`src/qlg_pkg.sv`:
```
package qlg_pkg;

	localparam int NUM_LEGS    = 4;
	localparam int LEG_W       = 2;
	localparam int PULSE_W     = 12;
	localparam int POS_W       = 14;
	localparam int TRIM_W      = 9;
	localparam int FRAME_W     = 10;
	localparam int START_W     = 8;
	localparam int AMP_W       = 7;
	localparam int OFF_W       = 5;
	localparam int CFG_INDEX_W = 3;
	localparam int CFG_DATA_W  = 12;
	localparam int IN_DATA_W   = 8;
	localparam int OUT_DATA_W  = 16;

	localparam logic [LEG_W-1:0] LEG_LAST = 2'd3;

	// Input command codes.
	typedef enum logic [2:0] {
		CMD_TICK  = 3'd0,
		CMD_WALK  = 3'd1,
		CMD_STOP  = 3'd2,
		CMD_STEER = 3'd3,
		CMD_LOWER = 3'd4,
		CMD_RAISE = 3'd5
	} qlg_cmd_code_t;

	// Steering directions; anything above TURN_RIGHT is ignored.
	localparam logic [1:0] TURN_NONE  = 2'd0;
	localparam logic [1:0] TURN_LEFT  = 2'd1;
	localparam logic [1:0] TURN_RIGHT = 2'd2;

	// Configuration register indexes.
	localparam logic [CFG_INDEX_W-1:0] REG_SERVO_MIN    = 3'd0;
	localparam logic [CFG_INDEX_W-1:0] REG_SERVO_MAX    = 3'd1;
	localparam logic [CFG_INDEX_W-1:0] REG_CYCLE_FRAMES = 3'd2;
	localparam logic [CFG_INDEX_W-1:0] REG_AMP_PERCENT  = 3'd3;
	localparam logic [CFG_INDEX_W-1:0] REG_TRIM_RF      = 3'd4;
	localparam logic [CFG_INDEX_W-1:0] REG_TRIM_RB      = 3'd5;
	localparam logic [CFG_INDEX_W-1:0] REG_TRIM_LF      = 3'd6;
	localparam logic [CFG_INDEX_W-1:0] REG_TRIM_LB      = 3'd7;

	// Reset values of the configuration registers.
	localparam logic [PULSE_W-1:0]        SERVO_MIN_RST    = 12'd150;
	localparam logic [PULSE_W-1:0]        SERVO_MAX_RST    = 12'd600;
	localparam logic [FRAME_W-1:0]        CYCLE_FRAMES_RST = 10'd200;
	localparam logic [AMP_W-1:0]          AMP_PERCENT_RST  = 7'd100;
	localparam logic signed [TRIM_W-1:0] TRIM_RF_RST      = 9'sd80;
	localparam logic signed [TRIM_W-1:0] TRIM_RB_RST      = -9'sd10;
	localparam logic signed [TRIM_W-1:0] TRIM_LF_RST      = 9'sd25;
	localparam logic signed [TRIM_W-1:0] TRIM_LB_RST      = 9'sd35;

	localparam int POS_RST_INT = (150 + 600) / 2;
	localparam logic signed [POS_W-1:0] POS_RST = 14'(POS_RST_INT);
	localparam logic signed [POS_W-1:0] POS_MAX = 14'sd8191;
	localparam logic signed [POS_W-1:0] POS_MIN = -14'sd8192;

	// Bit set means the leg's heading is negative (right legs by default).
	localparam logic [NUM_LEGS-1:0] HEADING_NEG_RST = 4'b0011;

	typedef logic [START_W-1:0] start_set_t [NUM_LEGS];

	// Start frames of each leg for the three steering modes.
	function automatic start_set_t steer_starts(input logic [1:0] dir);
		start_set_t s;
		unique case (dir)
			TURN_LEFT:  s = '{8'd0, 8'd100, 8'd50, 8'd150};
			TURN_RIGHT: s = '{8'd50, 8'd150, 8'd0, 8'd100};
			default:    s = '{8'd0, 8'd100, 8'd100, 8'd0};
		endcase
		return s;
	endfunction

	// What one result step of the datapath does.
	typedef enum logic [1:0] {
		OP_TICK,
		OP_ZERO,
		OP_GAIT,
		OP_SWEEP
	} qlg_op_t;

	typedef struct packed {
		logic             set_moving;
		logic             clr_moving;
		logic             default_heading;
		logic             apply_steer;
		logic [1:0]       steer_dir;
		logic             step;
		qlg_op_t          op;
		logic [LEG_W-1:0] leg;
		logic [OFF_W-1:0] off;
		logic             last;
		logic             frame_advance;
	} qlg_ctl_t;

	typedef struct packed {
		logic       moving;
		logic [1:0] steer_mode;
		logic       out_free;
	} qlg_stat_t;

endpackage

```
`src/qlg_ctrl.sv`:
```
module qlg_ctrl import qlg_pkg::*; #(
	parameter int LOWER_STEPS = 16
) (
	input  logic       clk,
	input  logic       arst_n,
	input  logic       in_valid,
	output logic       in_ready,
	input  logic [2:0] in_cmd,
	input  logic [1:0] in_dir,
	input  qlg_stat_t  stat,
	output qlg_ctl_t   ctl
);

	localparam int RW = (LOWER_STEPS > 1) ? $clog2(LOWER_STEPS) : 1;
	localparam logic [RW-1:0] ROUND_LAST = RW'(LOWER_STEPS - 1);

	typedef enum logic [1:0] {
		ST_IDLE,
		ST_DECODE,
		ST_EMIT
	} state_t;

	state_t           state_q;
	logic [2:0]       cmd_q;
	logic [1:0]       dir_q;
	qlg_op_t          op_q;
	logic             raise_q;
	logic [LEG_W-1:0] leg_q;
	logic [RW-1:0]    round_q;

	logic steer_ok;
	logic is_decode;
	logic step;
	logic last;

	assign in_ready  = (state_q == ST_IDLE);
	assign is_decode = (state_q == ST_DECODE);
	assign steer_ok  = (dir_q <= TURN_RIGHT) && (dir_q != stat.steer_mode);
	assign step      = (state_q == ST_EMIT) && stat.out_free;
	assign last      = (leg_q == LEG_LAST) && ((op_q != OP_SWEEP) || (round_q == ROUND_LAST));

	always_comb begin
		ctl.set_moving      = is_decode && (cmd_q == CMD_WALK);
		ctl.clr_moving      = is_decode && ((cmd_q == CMD_STOP) || (cmd_q == CMD_LOWER) ||
		                                    (cmd_q == CMD_RAISE));
		ctl.apply_steer     = is_decode && (cmd_q == CMD_STEER) && steer_ok;
		ctl.default_heading = ctl.apply_steer ||
		                      (is_decode && ((cmd_q == CMD_LOWER) || (cmd_q == CMD_RAISE)));
		ctl.steer_dir       = dir_q;
		ctl.step            = step;
		ctl.op              = op_q;
		ctl.leg             = leg_q;
		ctl.off             = raise_q ? (OFF_W'(LOWER_STEPS) - OFF_W'(round_q)) : OFF_W'(round_q);
		ctl.last            = last;
		ctl.frame_advance   = step && (op_q == OP_TICK) && (leg_q == LEG_LAST);
	end

	always_ff @(posedge clk or negedge arst_n) begin
		if (!arst_n) begin
			state_q <= ST_IDLE;
			cmd_q   <= CMD_TICK;
			dir_q   <= TURN_NONE;
			op_q    <= OP_TICK;
			raise_q <= 1'b0;
			leg_q   <= '0;
			round_q <= '0;
		end else begin
			unique case (state_q)
				ST_IDLE: begin
					if (in_valid) begin
						cmd_q   <= in_cmd;
						dir_q   <= in_dir;
						state_q <= ST_DECODE;
					end
				end
				ST_DECODE: begin
					leg_q   <= '0;
					round_q <= '0;
					state_q <= ST_IDLE;
					unique case (cmd_q)
						CMD_TICK: begin
							if (stat.moving) begin
								op_q    <= OP_TICK;
								state_q <= ST_EMIT;
							end
						end
						CMD_STOP: begin
							op_q    <= OP_ZERO;
							state_q <= ST_EMIT;
						end
						CMD_STEER: begin
							if (steer_ok) begin
								op_q    <= OP_GAIT;
								state_q <= ST_EMIT;
							end
						end
						CMD_LOWER: begin
							op_q    <= OP_SWEEP;
							raise_q <= 1'b0;
							state_q <= ST_EMIT;
						end
						CMD_RAISE: begin
							op_q    <= OP_SWEEP;
							raise_q <= 1'b1;
							state_q <= ST_EMIT;
						end
						default: begin
							state_q <= ST_IDLE;
						end
					endcase
				end
				ST_EMIT: begin
					if (step) begin
						if (last) begin
							state_q <= ST_IDLE;
						end else begin
							leg_q <= leg_q + 2'd1;
							if (leg_q == LEG_LAST) begin
								round_q <= round_q + RW'(1);
							end
						end
					end
				end
				default: begin
					state_q <= ST_IDLE;
				end
			endcase
		end
	end

endmodule

```
`src/qlg_datapath.sv`:
```
module qlg_datapath import qlg_pkg::*; #(
	parameter int STEP_SIZE = 1
) (
	input  logic                   clk,
	input  logic                   arst_n,
	input  logic                   cfg_valid,
	input  logic [CFG_INDEX_W-1:0] cfg_index,
	input  logic [CFG_DATA_W-1:0]  cfg_data,
	input  qlg_ctl_t               ctl,
	output qlg_stat_t              stat,
	output logic                   out_valid,
	input  logic                   out_ready,
	output logic [OUT_DATA_W-1:0]  out_data,
	output logic                   out_last
);

	localparam logic signed [POS_W:0] STEP_P = (POS_W+1)'(STEP_SIZE);
	localparam logic signed [23:0]    STEP_N = 24'(STEP_SIZE);

	// Configuration registers.
	logic [PULSE_W-1:0]        servo_min_q;
	logic [PULSE_W-1:0]        servo_max_q;
	logic [FRAME_W-1:0]        cycle_frames_q;
	logic [AMP_W-1:0]          amp_q;
	logic signed [TRIM_W-1:0] trim_q [NUM_LEGS];

	// Products of configuration values, refreshed every cycle.
	logic signed [20:0] amp_range_q;
	logic signed [20:0] max_amp_q;
	logic signed [20:0] min_amp_q;

	// Gait state.
	logic signed [POS_W-1:0] pos_q [NUM_LEGS];
	logic [NUM_LEGS-1:0]     neg_q;
	logic [NUM_LEGS-1:0]     started_q;
	start_set_t              start_q;
	logic [FRAME_W-1:0]      frame_q;
	logic [1:0]              steer_q;
	logic                    moving_q;

	// Output register.
	logic                 out_valid_q;
	logic [LEG_W-1:0]     out_leg_q;
	logic [PULSE_W-1:0]   out_pulse_q;
	logic                 out_walking_q;
	logic                 out_last_q;

	logic signed [12:0]      range;
	logic [PULSE_W:0]        mid_sum;
	logic [PULSE_W-1:0]      mid;
	logic signed [POS_W-1:0] pos_cur;
	logic signed [POS_W:0]   moved_sum;
	logic signed [POS_W-1:0] moved;
	logic signed [20:0]      p100;
	logic                    flip;
	logic signed [11:0]      start_diff;
	logic signed [23:0]      overlap_num;
	logic signed [23:0]      overlap_thr;
	logic                    do_move;
	logic signed [POS_W-1:0] sweep_pos;
	logic [PULSE_W-1:0]      pulse;
	logic [FRAME_W:0]        frame_next;

	function automatic logic [PULSE_W-1:0] trim_pulse(input logic signed [POS_W-1:0] p,
	                                                  input logic signed [TRIM_W-1:0] t);
		logic signed [POS_W:0] v;
		v = (POS_W+1)'(p) + (POS_W+1)'(t);
		if (v < 0) begin
			return '0;
		end else if (v > 15'sd4095) begin
			return '1;
		end else begin
			return v[PULSE_W-1:0];
		end
	endfunction

	assign range   = $signed({1'b0, servo_max_q}) - $signed({1'b0, servo_min_q});
	assign mid_sum = {1'b0, servo_min_q} + {1'b0, servo_max_q};
	assign mid     = mid_sum[PULSE_W:1];

	// Step of a moving leg, saturated to the position range.
	assign pos_cur   = pos_q[ctl.leg];
	assign moved_sum = (POS_W+1)'(pos_cur) + (neg_q[ctl.leg] ? -STEP_P : STEP_P);
	always_comb begin
		if (moved_sum > (POS_W+1)'(POS_MAX)) begin
			moved = POS_MAX;
		end else if (moved_sum < (POS_W+1)'(POS_MIN)) begin
			moved = POS_MIN;
		end else begin
			moved = moved_sum[POS_W-1:0];
		end
	end

	// Reversal test against the amplitude-scaled bounds, scaled by 100.
	assign p100 = 21'(moved) * 21'sd100;
	assign flip = (p100 > max_amp_q) || (p100 < min_amp_q);

	// The overlap window is open while (frame + 1) * step stays within the
	// numerator of the window length; a negative numerator never opens it.
	assign start_diff  = $signed({4'b0, start_q[ctl.leg]}) - $signed({2'b0, cycle_frames_q});
	assign overlap_num = 24'(start_diff) * STEP_N + 24'(amp_range_q);
	assign overlap_thr = $signed({13'b0, frame_next}) * STEP_N;
	assign frame_next  = (FRAME_W+1)'(frame_q) + (FRAME_W+1)'(1);
	assign do_move     = ({2'b0, start_q[ctl.leg]} <= frame_q) ||
	                     (started_q[ctl.leg] && (overlap_num >= overlap_thr));

	assign sweep_pos = $signed({2'b0, mid}) +
	                   (neg_q[ctl.leg] ? -$signed({9'b0, ctl.off}) : $signed({9'b0, ctl.off}));

	always_comb begin
		unique case (ctl.op)
			OP_TICK:  pulse = trim_pulse(pos_cur, trim_q[ctl.leg]);
			OP_GAIT:  pulse = trim_pulse($signed({2'b0, mid}), trim_q[ctl.leg]);
			OP_SWEEP: pulse = trim_pulse(sweep_pos, trim_q[ctl.leg]);
			default:  pulse = '0;
		endcase
	end

	always_ff @(posedge clk or negedge arst_n) begin
		if (!arst_n) begin
			servo_min_q    <= SERVO_MIN_RST;
			servo_max_q    <= SERVO_MAX_RST;
			cycle_frames_q <= CYCLE_FRAMES_RST;
			amp_q          <= AMP_PERCENT_RST;
			trim_q         <= '{TRIM_RF_RST, TRIM_RB_RST, TRIM_LF_RST, TRIM_LB_RST};
		end else if (cfg_valid) begin
			unique case (cfg_index)
				REG_SERVO_MIN:    servo_min_q    <= cfg_data;
				REG_SERVO_MAX:    servo_max_q    <= cfg_data;
				REG_CYCLE_FRAMES: cycle_frames_q <= cfg_data[FRAME_W-1:0];
				REG_AMP_PERCENT:  amp_q          <= cfg_data[AMP_W-1:0];
				REG_TRIM_RF:      trim_q[0]      <= $signed(cfg_data[TRIM_W-1:0]);
				REG_TRIM_RB:      trim_q[1]      <= $signed(cfg_data[TRIM_W-1:0]);
				REG_TRIM_LF:      trim_q[2]      <= $signed(cfg_data[TRIM_W-1:0]);
				REG_TRIM_LB:      trim_q[3]      <= $signed(cfg_data[TRIM_W-1:0]);
				default: begin
				end
			endcase
		end
	end

	always_ff @(posedge clk) begin
		amp_range_q <= 21'(range) * $signed({14'b0, amp_q});
		max_amp_q   <= $signed(21'(servo_max_q) * 21'(amp_q));
		min_amp_q   <= $signed(21'(servo_min_q) * 21'(amp_q));
	end

	always_ff @(posedge clk or negedge arst_n) begin
		if (!arst_n) begin
			pos_q     <= '{POS_RST, POS_RST, POS_RST, POS_RST};
			neg_q     <= HEADING_NEG_RST;
			started_q <= '0;
			start_q   <= steer_starts(TURN_NONE);
			frame_q   <= '0;
			steer_q   <= TURN_NONE;
			moving_q  <= 1'b0;
		end else begin
			if (ctl.set_moving) begin
				moving_q <= 1'b1;
			end else if (ctl.clr_moving) begin
				moving_q <= 1'b0;
			end
			if (ctl.apply_steer) begin
				steer_q <= ctl.steer_dir;
				start_q <= steer_starts(ctl.steer_dir);
				frame_q <= '0;
			end
			if (ctl.default_heading) begin
				neg_q <= HEADING_NEG_RST;
			end
			if (ctl.step) begin
				unique case (ctl.op)
					OP_TICK: begin
						if (do_move) begin
							started_q[ctl.leg] <= 1'b1;
							pos_q[ctl.leg]     <= moved;
							if (flip) begin
								neg_q[ctl.leg] <= ~neg_q[ctl.leg];
							end
						end
					end
					OP_GAIT: begin
						pos_q[ctl.leg]     <= $signed({2'b0, mid});
						started_q[ctl.leg] <= 1'b0;
					end
					OP_SWEEP: begin
						pos_q[ctl.leg]     <= sweep_pos;
						started_q[ctl.leg] <= 1'b0;
					end
					default: begin
					end
				endcase
			end
			if (ctl.frame_advance) begin
				frame_q <= (frame_next > {1'b0, cycle_frames_q}) ? '0 : frame_next[FRAME_W-1:0];
			end
		end
	end

	always_ff @(posedge clk or negedge arst_n) begin
		if (!arst_n) begin
			out_valid_q <= 1'b0;
		end else if (ctl.step) begin
			out_valid_q <= 1'b1;
		end else if (out_ready) begin
			out_valid_q <= 1'b0;
		end
	end

	always_ff @(posedge clk) begin
		if (ctl.step) begin
			out_leg_q     <= ctl.leg;
			out_pulse_q   <= pulse;
			out_walking_q <= moving_q;
			out_last_q    <= ctl.last;
		end
	end

	assign stat.moving     = moving_q;
	assign stat.steer_mode = steer_q;
	assign stat.out_free   = !out_valid_q || out_ready;

	assign out_valid = out_valid_q;
	assign out_data  = {1'b0, out_walking_q, out_pulse_q, out_leg_q};
	assign out_last  = out_last_q;

endmodule

```
`src/quad_leg_gait_sequencer.sv`:
```
// Four-leg gait sequencer. An accepted command is decoded in the cycle after
// its transfer; its N results (0, 4, or 4 * LOWER_STEPS) then leave one per cycle,
// unless the output stalls, through a registered output stage. A new command is
// accepted only once the result stepper, one leg per cycle, has issued the last
// result of the previous one. arst_n at once resets control, configuration and
// gait state to the defaults: straight steering, legs mid-range, gait stopped.
module quad_leg_gait_sequencer import qlg_pkg::*; #(
	parameter int STEP_SIZE   = 1,
	parameter int LOWER_STEPS = 16
) (
	input  logic                   clk,
	input  logic                   arst_n,

	// Command stream.
	input  logic                   s_axis_tvalid,
	output logic                   s_axis_tready,
	input  logic [IN_DATA_W-1:0]   s_axis_tdata,   // [2:0] cmd, [4:3] steer_dir, [7:5] zero

	// Pulse result stream.
	output logic                   m_axis_tvalid,
	input  logic                   m_axis_tready,
	output logic [OUT_DATA_W-1:0]  m_axis_tdata,   // [1:0] leg_index, [13:2] pulse,
	                                               // [14] walking, [15] zero
	output logic                   m_axis_tlast,   // final result of the command

	// Configuration write channel.
	input  logic                   cfg_valid,
	output logic                   cfg_ready,
	input  logic [CFG_INDEX_W-1:0] cfg_index,
	input  logic [CFG_DATA_W-1:0]  cfg_data
);

	qlg_ctl_t  ctl;
	qlg_stat_t stat;

	// Register writes are taken as soon as they are presented, so the channel never stalls.
	// Writes are expected only while no command is in progress.
	assign cfg_ready = 1'b1;

	// The controller sequences each command: it decodes the transfer, then
	// walks the legs (and the sweep rounds for lower and raise), issuing one
	// result step per cycle whenever the output register can take a result.
	qlg_ctrl #(
		.LOWER_STEPS(LOWER_STEPS)
	) u_ctrl (
		.clk      (clk),
		.arst_n   (arst_n),
		.in_valid (s_axis_tvalid),
		.in_ready (s_axis_tready),
		.in_cmd   (s_axis_tdata[2:0]),
		.in_dir   (s_axis_tdata[4:3]),
		.stat     (stat),
		.ctl      (ctl)
	);

	// The datapath holds the configuration, the leg state and the output
	// register. Each step emits a pulse for the addressed leg and may update
	// that leg: a frame tick reports the trimmed position before the move, a gait
	// reset or sweep reports the newly set trimmed position; a stop reports zero.
	qlg_datapath #(
		.STEP_SIZE(STEP_SIZE)
	) u_datapath (
		.clk       (clk),
		.arst_n    (arst_n),
		.cfg_valid (cfg_valid),
		.cfg_index (cfg_index),
		.cfg_data  (cfg_data),
		.ctl       (ctl),
		.stat      (stat),
		.out_valid (m_axis_tvalid),
		.out_ready (m_axis_tready),
		.out_data  (m_axis_tdata),
		.out_last  (m_axis_tlast)
	);

endmodule

```
`config.mk`:
```
export PLATFORM = sky130hd
export DESIGN_NAME = quad_leg_gait_sequencer
export DESIGN_NICKNAME = d
export VERILOG_FILES = /design/src/qlg_pkg.sv /design/src/qlg_ctrl.sv /design/src/qlg_datapath.sv /design/src/quad_leg_gait_sequencer.sv
export SDC_FILE = /design/constraint.sdc
export NUM_CORES = 1
export LEC_CHECK = 0
export ABC_AREA = 1
export BUFFER_PORTS_ARGS = -buffer_cell sky130_fd_sc_hd__buf_4
export CORE_UTILIZATION = 44
export DETAILED_ROUTE_END_ITERATION = 8
export GPL_TIMING_DRIVEN = 0
export HOLD_SLACK_MARGIN = 0.06
export PLACE_DENSITY_LB_ADDON = 0.2
export SKIP_CTS_REPAIR_TIMING = 1
export SLEW_MARGIN = 20
export SYNTH_ARGS = -nofsm -noshare
export SYNTH_HDL_FRONTEND = slang
export SYNTH_HIERARCHICAL = 1
export SYNTH_SLANG_ARGS = --single-unit
```
`constraint.sdc`:
```
create_clock -name clk -period 7.2 [get_ports clk]
set_input_delay 0.36 -clock clk [delete_from_list [all_inputs] [get_ports clk]]
set_output_delay 0.36 -clock clk [all_outputs]
set_load 0.005 [all_outputs]
```
# After elaboration in Yosys (flattened, before gate mapping)

Cells that the tools add are included.

Register bits: 278
Input bits: 28
Output and inout port bits: 20
Logic and storage cells: 228

Add/sub/neg operators: 14
Multiply operators: 4
$lt $le $gt $ge: 18
Eq/ne operators: 30
Multiplexer cells: 68
Bitwise gates (word level): 5
Reduce and logical (&&, ||, !) cells: 53

Operator list:

| cell                                                            | number |
|---|---|
| bitwise mux 56 bit                                              | 3 |
| case mux 56 bit (3 select lines)                                | 1 |
| two-way mux 14 bit                                              | 6 |
| two-way mux 12 bit                                              | 6 |
| case mux 30 bit (2 select lines)                                | 1 |
| two-way mux 56 bit                                              | 1 |
| multiplier 12 x 7 -> 19 bit                                     | 2 |
| two-way mux 4 bit                                               | 9 |
| case mux 12 bit (3 select lines)                                | 1 |
| adder 14 x 9 -> 15 bit                                          | 2 |
| greater-than comparator 15 x 13 -> 1 bit, second input constant | 2 |
| less-than comparator 15 x 1 -> 1 bit, second input constant     | 2 |
| two-way mux 10 bit                                              | 3 |
| binary-select mux 14 bit (select 2 bit)                         | 1 |
| demux 14 bit (select 2 bit)                                     | 1 |
| greater-or-equal comparator 24 x 12 -> 1 bit                    | 1 |
| adder 11 x 21 -> 22 bit                                         | 1 |
| greater-than comparator 21 x 20 -> 1 bit                        | 1 |
| less-than comparator 21 x 20 -> 1 bit                           | 1 |
| multiplier 13 x 8 -> 21 bit                                     | 1 |
| AND reduction 2 bit                                             | 10 |
| multiplier 14 x 6 -> 19 bit, second input constant              | 1 |
| binary-select mux 9 bit (select 2 bit)                          | 1 |
| equality test 3 bit, second input constant                      | 6 |
| 62 further kinds                                                | 128 |

# Logic depth before layout (Yosys ltp)

Depth after elaboration: 15
Gate-level depth with buffers: 52
Depth with buffers taken out: 49

# Cells and area by module

The synthesis kept the hierarchy.

By module, submodules not included:

| module                  | times used | cells an instance | area an instance (µm²) | seq. area each (µm²) |
|---|---|---|---|---|
| qlg_datapath            | 1          | 3653              | 27224.9                | 5741.8 |
| qlg_ctrl                | 1          | 141               | 1057.3                 | 400.4 |
| quad_leg_gait_sequencer | 1          | 2                 | 11.3                   | 0.0 |

# Worst setup path after synthesis

Ideal clock, no wire load.

Kind: register to register
From: register u_ctrl.leg_q[1]
To: register u_datapath.neg_q[2]
Setup time: 117 ps
Data arrival time: 7113 ps
Data required time: 7083 ps
Path slack: -30 ps
Cell stages (with the launch flop): 42
Path buffers: 4
Clock period less this slack: 7230 ps
Path through: dfrtp_1 > buf_2 > nand2_1 > clkinv_1 > clkbuf_1 > a221oi_1 > fa_1 > or2_2 > nor2_1 > nand2_1 > nor2_1 > nand2_1 > nor2_1 > nand3_1 > o21bai_1 > nand2_1 > buf_6 > buf_2 > (+6 left out) > fa_1 > nand3_1 > nand2_1 > a21o_1 > a21oi_1 > o21ai_0 > a21oi_1 > nor2_1 > nor2_1 > xnor2_1 > ha_1 > nand2_1 > nor4_1 > nand2_1 > a21oi_2 > nand2_4 > nand3_1 > nand2_1

Word-level cells in the longest chain between the ends: 15
Elaborated cells on any way between the ends: 38
Classes of those cells: 3 x add/sub; 1 x mul; 8 x order compare; 20 x mux; 2 x bitwise; 4 x reduce/logical

Ends and longest elaborated chain:

| what                                                                                              | RTL line                                                     | source |
|---|---|---|
| start, declared                                                                                   | qlg_ctrl.sv:28                                               | `logic [LEG_W-1:0] leg_q;` |
| start signal, assigned                                                                            | qlg_ctrl.sv:117                                              | `leg_q <= leg_q + 2'd1;` |
| inverter 2 -> 3 bit (not written as such)                                                         | qlg_datapath.sv:82, qlg_datapath.sv:100, qlg_datapath.sv:104 |  |
| binary-select mux 14 bit (select 2 bit)                                                           | qlg_datapath.sv:82                                           | `assign pos_cur = pos_q[ctl.leg];` |
| two-way mux 14 bit (not written as such) (2 in series)                                            | qlg_datapath.sv:82                                           |  |
| adder 14 x 15 -> 15 bit                                                                           | qlg_datapath.sv:83                                           | `assign moved_sum = (POS_W+1)'(pos_cur) + (neg_q[ctl.leg] ? -STEP_P : STEP_P);` |
| less-than comparator 15 x 14 -> 1 bit                                                             | qlg_datapath.sv:87                                           | `end else if (moved_sum < (POS_W+1)'(POS_MIN)) begin` |
| two-way mux 14 bit                                                                                | qlg_datapath.sv:87                                           |  |
| two-way mux 14 bit                                                                                | qlg_datapath.sv:85                                           | `if (moved_sum > (POS_W+1)'(POS_MAX)) begin` |
| multiplier 14 x 6 -> 19 bit                                                                       | qlg_datapath.sv:95                                           | `assign p100 = 21'(moved) * 21'sd100;` |
| greater-than comparator 21 x 20 -> 1 bit or less-than comparator 21 x 20 -> 1 bit (tied branches) | qlg_datapath.sv:96                                           | `assign flip = (p100 > max_amp_q) \|\| (p100 < min_amp_q);` |
| logical OR 1 bit                                                                                  | qlg_datapath.sv:96                                           |  |
| two-way mux 4 bit                                                                                 | qlg_datapath.sv:177                                          | `if (flip) begin` |
| two-way mux 4 bit (*)                                                                             | qlg_datapath.sv:174                                          | `if (do_move) begin` |
| two-way mux 4 bit (*)                                                                             | qlg_datapath.sv:172                                          | `unique case (ctl.op)` |
| two-way mux 4 bit (*)                                                                             | qlg_datapath.sv:171                                          | `if (ctl.step) begin` |
| end signal, assigned by index                                                                     | qlg_datapath.sv:178                                          | `neg_q[ctl.leg] <= ~neg_q[ctl.leg];` |
| end, declared                                                                                     | qlg_datapath.sv:34                                           | `logic [NUM_LEGS-1:0] neg_q;` |

Every way passes the cells marked *; elsewhere a longest branch is shown, timed or not. The select of a mux whose other input is x is not followed.
A chain may end at the register's enable or synchronous reset.

# Final worst setup path

From: register u_ctrl.leg_q[0]
To: register u_datapath.neg_q[3]

Same word-level chain as after synthesis.

==> impl_metrics.ini <==
[synthesis]
synth_area_per_cell_um2 = 7.45
ys.flop_type = dfrtp_1
syn-num-nets = 4354
synth_fa_ha_area_frac = 0.284
ys_seq_area_frac = 0.217
synthMuxAreaShare = 0.000708
synth-edff-count = 16
synthTopCellsByArea = ha_1 15%, fa_1 13%, nand2_1 12%
yosysTopAreaCell = ha_1
yosysWarnings = 6
async_flop_share = 0.701
synthesis.area_mm2 = 0.0283
synth_compound_area_frac = 0.144
synth.distinct_cells = 65
synth_top_family_by_area = adder cells
yosysTopAreaCellShare = 0.152
syn_inst = 3796
synthSimpleGateAreaFrac = 0.196
synth-seq-cells = 251
synth-xor-area-share = 0.0507

[routing]
drt_wl_total_um = 85800
drtIter0Drc = 2377
drc = 0
vias = 25700
routed_via_density = 5.32
drt_pass1_iterations = 9
ant_nets = 0
wire_per_inst_um = 17.8

[cells_and_area]
num-nets-final = 4511
drive_gt1_frac = 0.139
layoutNonFillerInstCount = 4823
mostFrequentLayoutCells = 851 x nand2_1, 612 x inv_1, 332 x o21ai_0
antenna_cells = 0
final_common_cell = nand2_1
area_growth_pct = 16.3
final_util = 0.520

[die]
pin_count = 48
start_util = 0.447
core_area_mm2 = 0.0633
die_w_um = 256
fp-row-count = 92
die_area_mm2 = 0.0653
fp.dieH_um = 256

[setup_path]
start_kind = flop
path_buf_inv = 8
reg2reg_depth = 40
path_delay_family = adder cells
rrSetupSlack_ns = -0.06
rr_endpoint = u_datapath/neg_q[3]$_DFF_PN0_
crit_type = reg2reg
cp-end-kind = flop
path_common_cell = nand2_2
cp_max_fo = 8
r2r_start = u_ctrl/leg_q[0]$_DFFE_PN0P_
crit_arrival_ns = 7.76
crit_required_ns = 7.69
cpPeakStageDelay_ns = 0.59
crit_slowest_cell = fa_1
cp.depth = 40

[clocking]
cts_tree = built
clk_pin_slew_worst_paths_ns = 0.06
cts_buffers = 30
clkLatencyLatePin_ns = 0.60
cts_buffer_depth = 3
root_buffer = clkbuf_16
cts_max_level = 1
cts.sinks = 251

[timing]
period_minus_slack_ns = 7.26
drv_slew = 0
tightest_slew_ns = 0.974
fin_tns_setup_ns = -0.227
hold_slack_ns = 0.0563
finalHoldViolCount = 0
setup_viol = 4
relSlewSlack = 0.350
setup_slack_ns = -0.0645
fin_skew_ns = 0.0361
fmax_ghz = 0.138
rsz0062_at_grt = yes
fin_crit_sh = 1.01

[run_status]
outcome = complete, but fails checks
violations = setup timing

[place]
gp_congestion = 0.976
dp_hpwl_um = 65500
port_buffers = 42
post-place-cells = 4685

[worst_hold_path]
hold_depth = 3
worstHoldPathType = in2reg
hold_end = u_datapath/trim_q[8]$_DFFE_PN0P_
min-delay-start = cfg_data[8]

[grt]
grt_pass1_vias = 24100
grt_pass1_wl_um = 131000
antenna_found_initial = 2
grt_max_degree = 94
grt_usage = 0.251
overflow = 0

[flow_run]
drv_cap = 0
==> stage by stage <==
stage	worst slack [ns]	instance area (um^2)
floorplan	0.141	28300
global placement	-2.44	29700
detailed placement	-2.27	29700
CTS	-2.30	30700
global route	-0.340	32900
finish	-0.0645	32900
==> logic make-up after synthesis <==
family,count (synthesis)
and+or+nand+nor,1348
other,2
AOI/OAI and AO/OA,727
xor gates and xnor gates,162
muxes,2
adders and majority gates,530
buffers and inverters,774
DFF,251
==> worst min-delay path: stages <==
cell,delay [ns]
buf_4,0.11
nand2_1,0.05
o21ai_0,0.06
==> cell type report <==
cell class | count | area [um^2]
multi-input cells | 2771 | 20500
inverters | 642 | 2440
flip-flops and latches | 251 | 6140
repair buffers | 129 | 1050
plain buffers | 128 | 709
well taps | 846 | 1060
fillers | 6114 | 30400
clock inverters | 8 | 58.8
clock buffers | 48 | 930
==> cell usage after synthesis, types with 3 or more instances <==
master and n:
o2111ai_1 3, o21ai_2 3, o211ai_1 11, nor2_1 191
o21bai_1 21, o21ai_1 24, ha_1 344, nand2_4 6
dfstp_2 61, dfrtp_1 115, clkbuf_1 93, edfxtp_1 16
a221oi_1 3, a22oi_1 38, dfxtp_1 59, inv_2 15
o31ai_1 14, a211oi_1 7, xnor2_1 46, buf_1 4
xor2_1 114, nand2_1 890, buf_2 6, clkbuf_2 9
o21ai_0 343, nand3_2 3, o22ai_1 11, buf_6 9
fa_1 186, a21oi_1 192, nand3_1 170, a21o_1 20
nand2_2 20, or2_2 11, inv_1 625, buf_4 11
nor4_1 7, nor3_1 19, a21oi_2 5, o21a_1 5
nand4_1 16, nand3b_1 4, a31oi_1 17
==> per-layer routing <==
layer,vias up,global-route usage,part of all wire
met1,12200,0.347,0.44
met2,802,0.398,0.45
li1,12500,-,-
met4,0,0.104,0.042
met3,177,0.0297,0.063
met5,-,0,0
==> worst max path at each step <==
stage / endpoint / from
6_report: u_datapath/neg_q[3]$_DFF_PN0_ / u_ctrl/leg_q[0]$_DFFE_PN0P_
3_5_place_dp: u_datapath/neg_q[2]$_DFF_PN0_ / u_ctrl/leg_q[0]$_DFFE_PN0P_
3_3_place_gp: u_datapath/neg_q[3]$_DFF_PN0_ / u_ctrl/leg_q[0]$_DFFE_PN0P_
4_1_cts: u_datapath/neg_q[2]$_DFF_PN0_ / u_ctrl/leg_q[0]$_DFFE_PN0P_
5_1_grt: u_datapath/neg_q[0]$_DFF_PN1_ / u_ctrl/leg_q[0]$_DFFE_PN0P_
2_1_floorplan: u_datapath/neg_q[2]$_DFF_PN0_ / u_ctrl/leg_q[1]$_DFFE_PN0P_
Power is left out: the tool's default activity adds up to more than one toggle a clock period on the data nets, which glitch-free logic cannot reach.
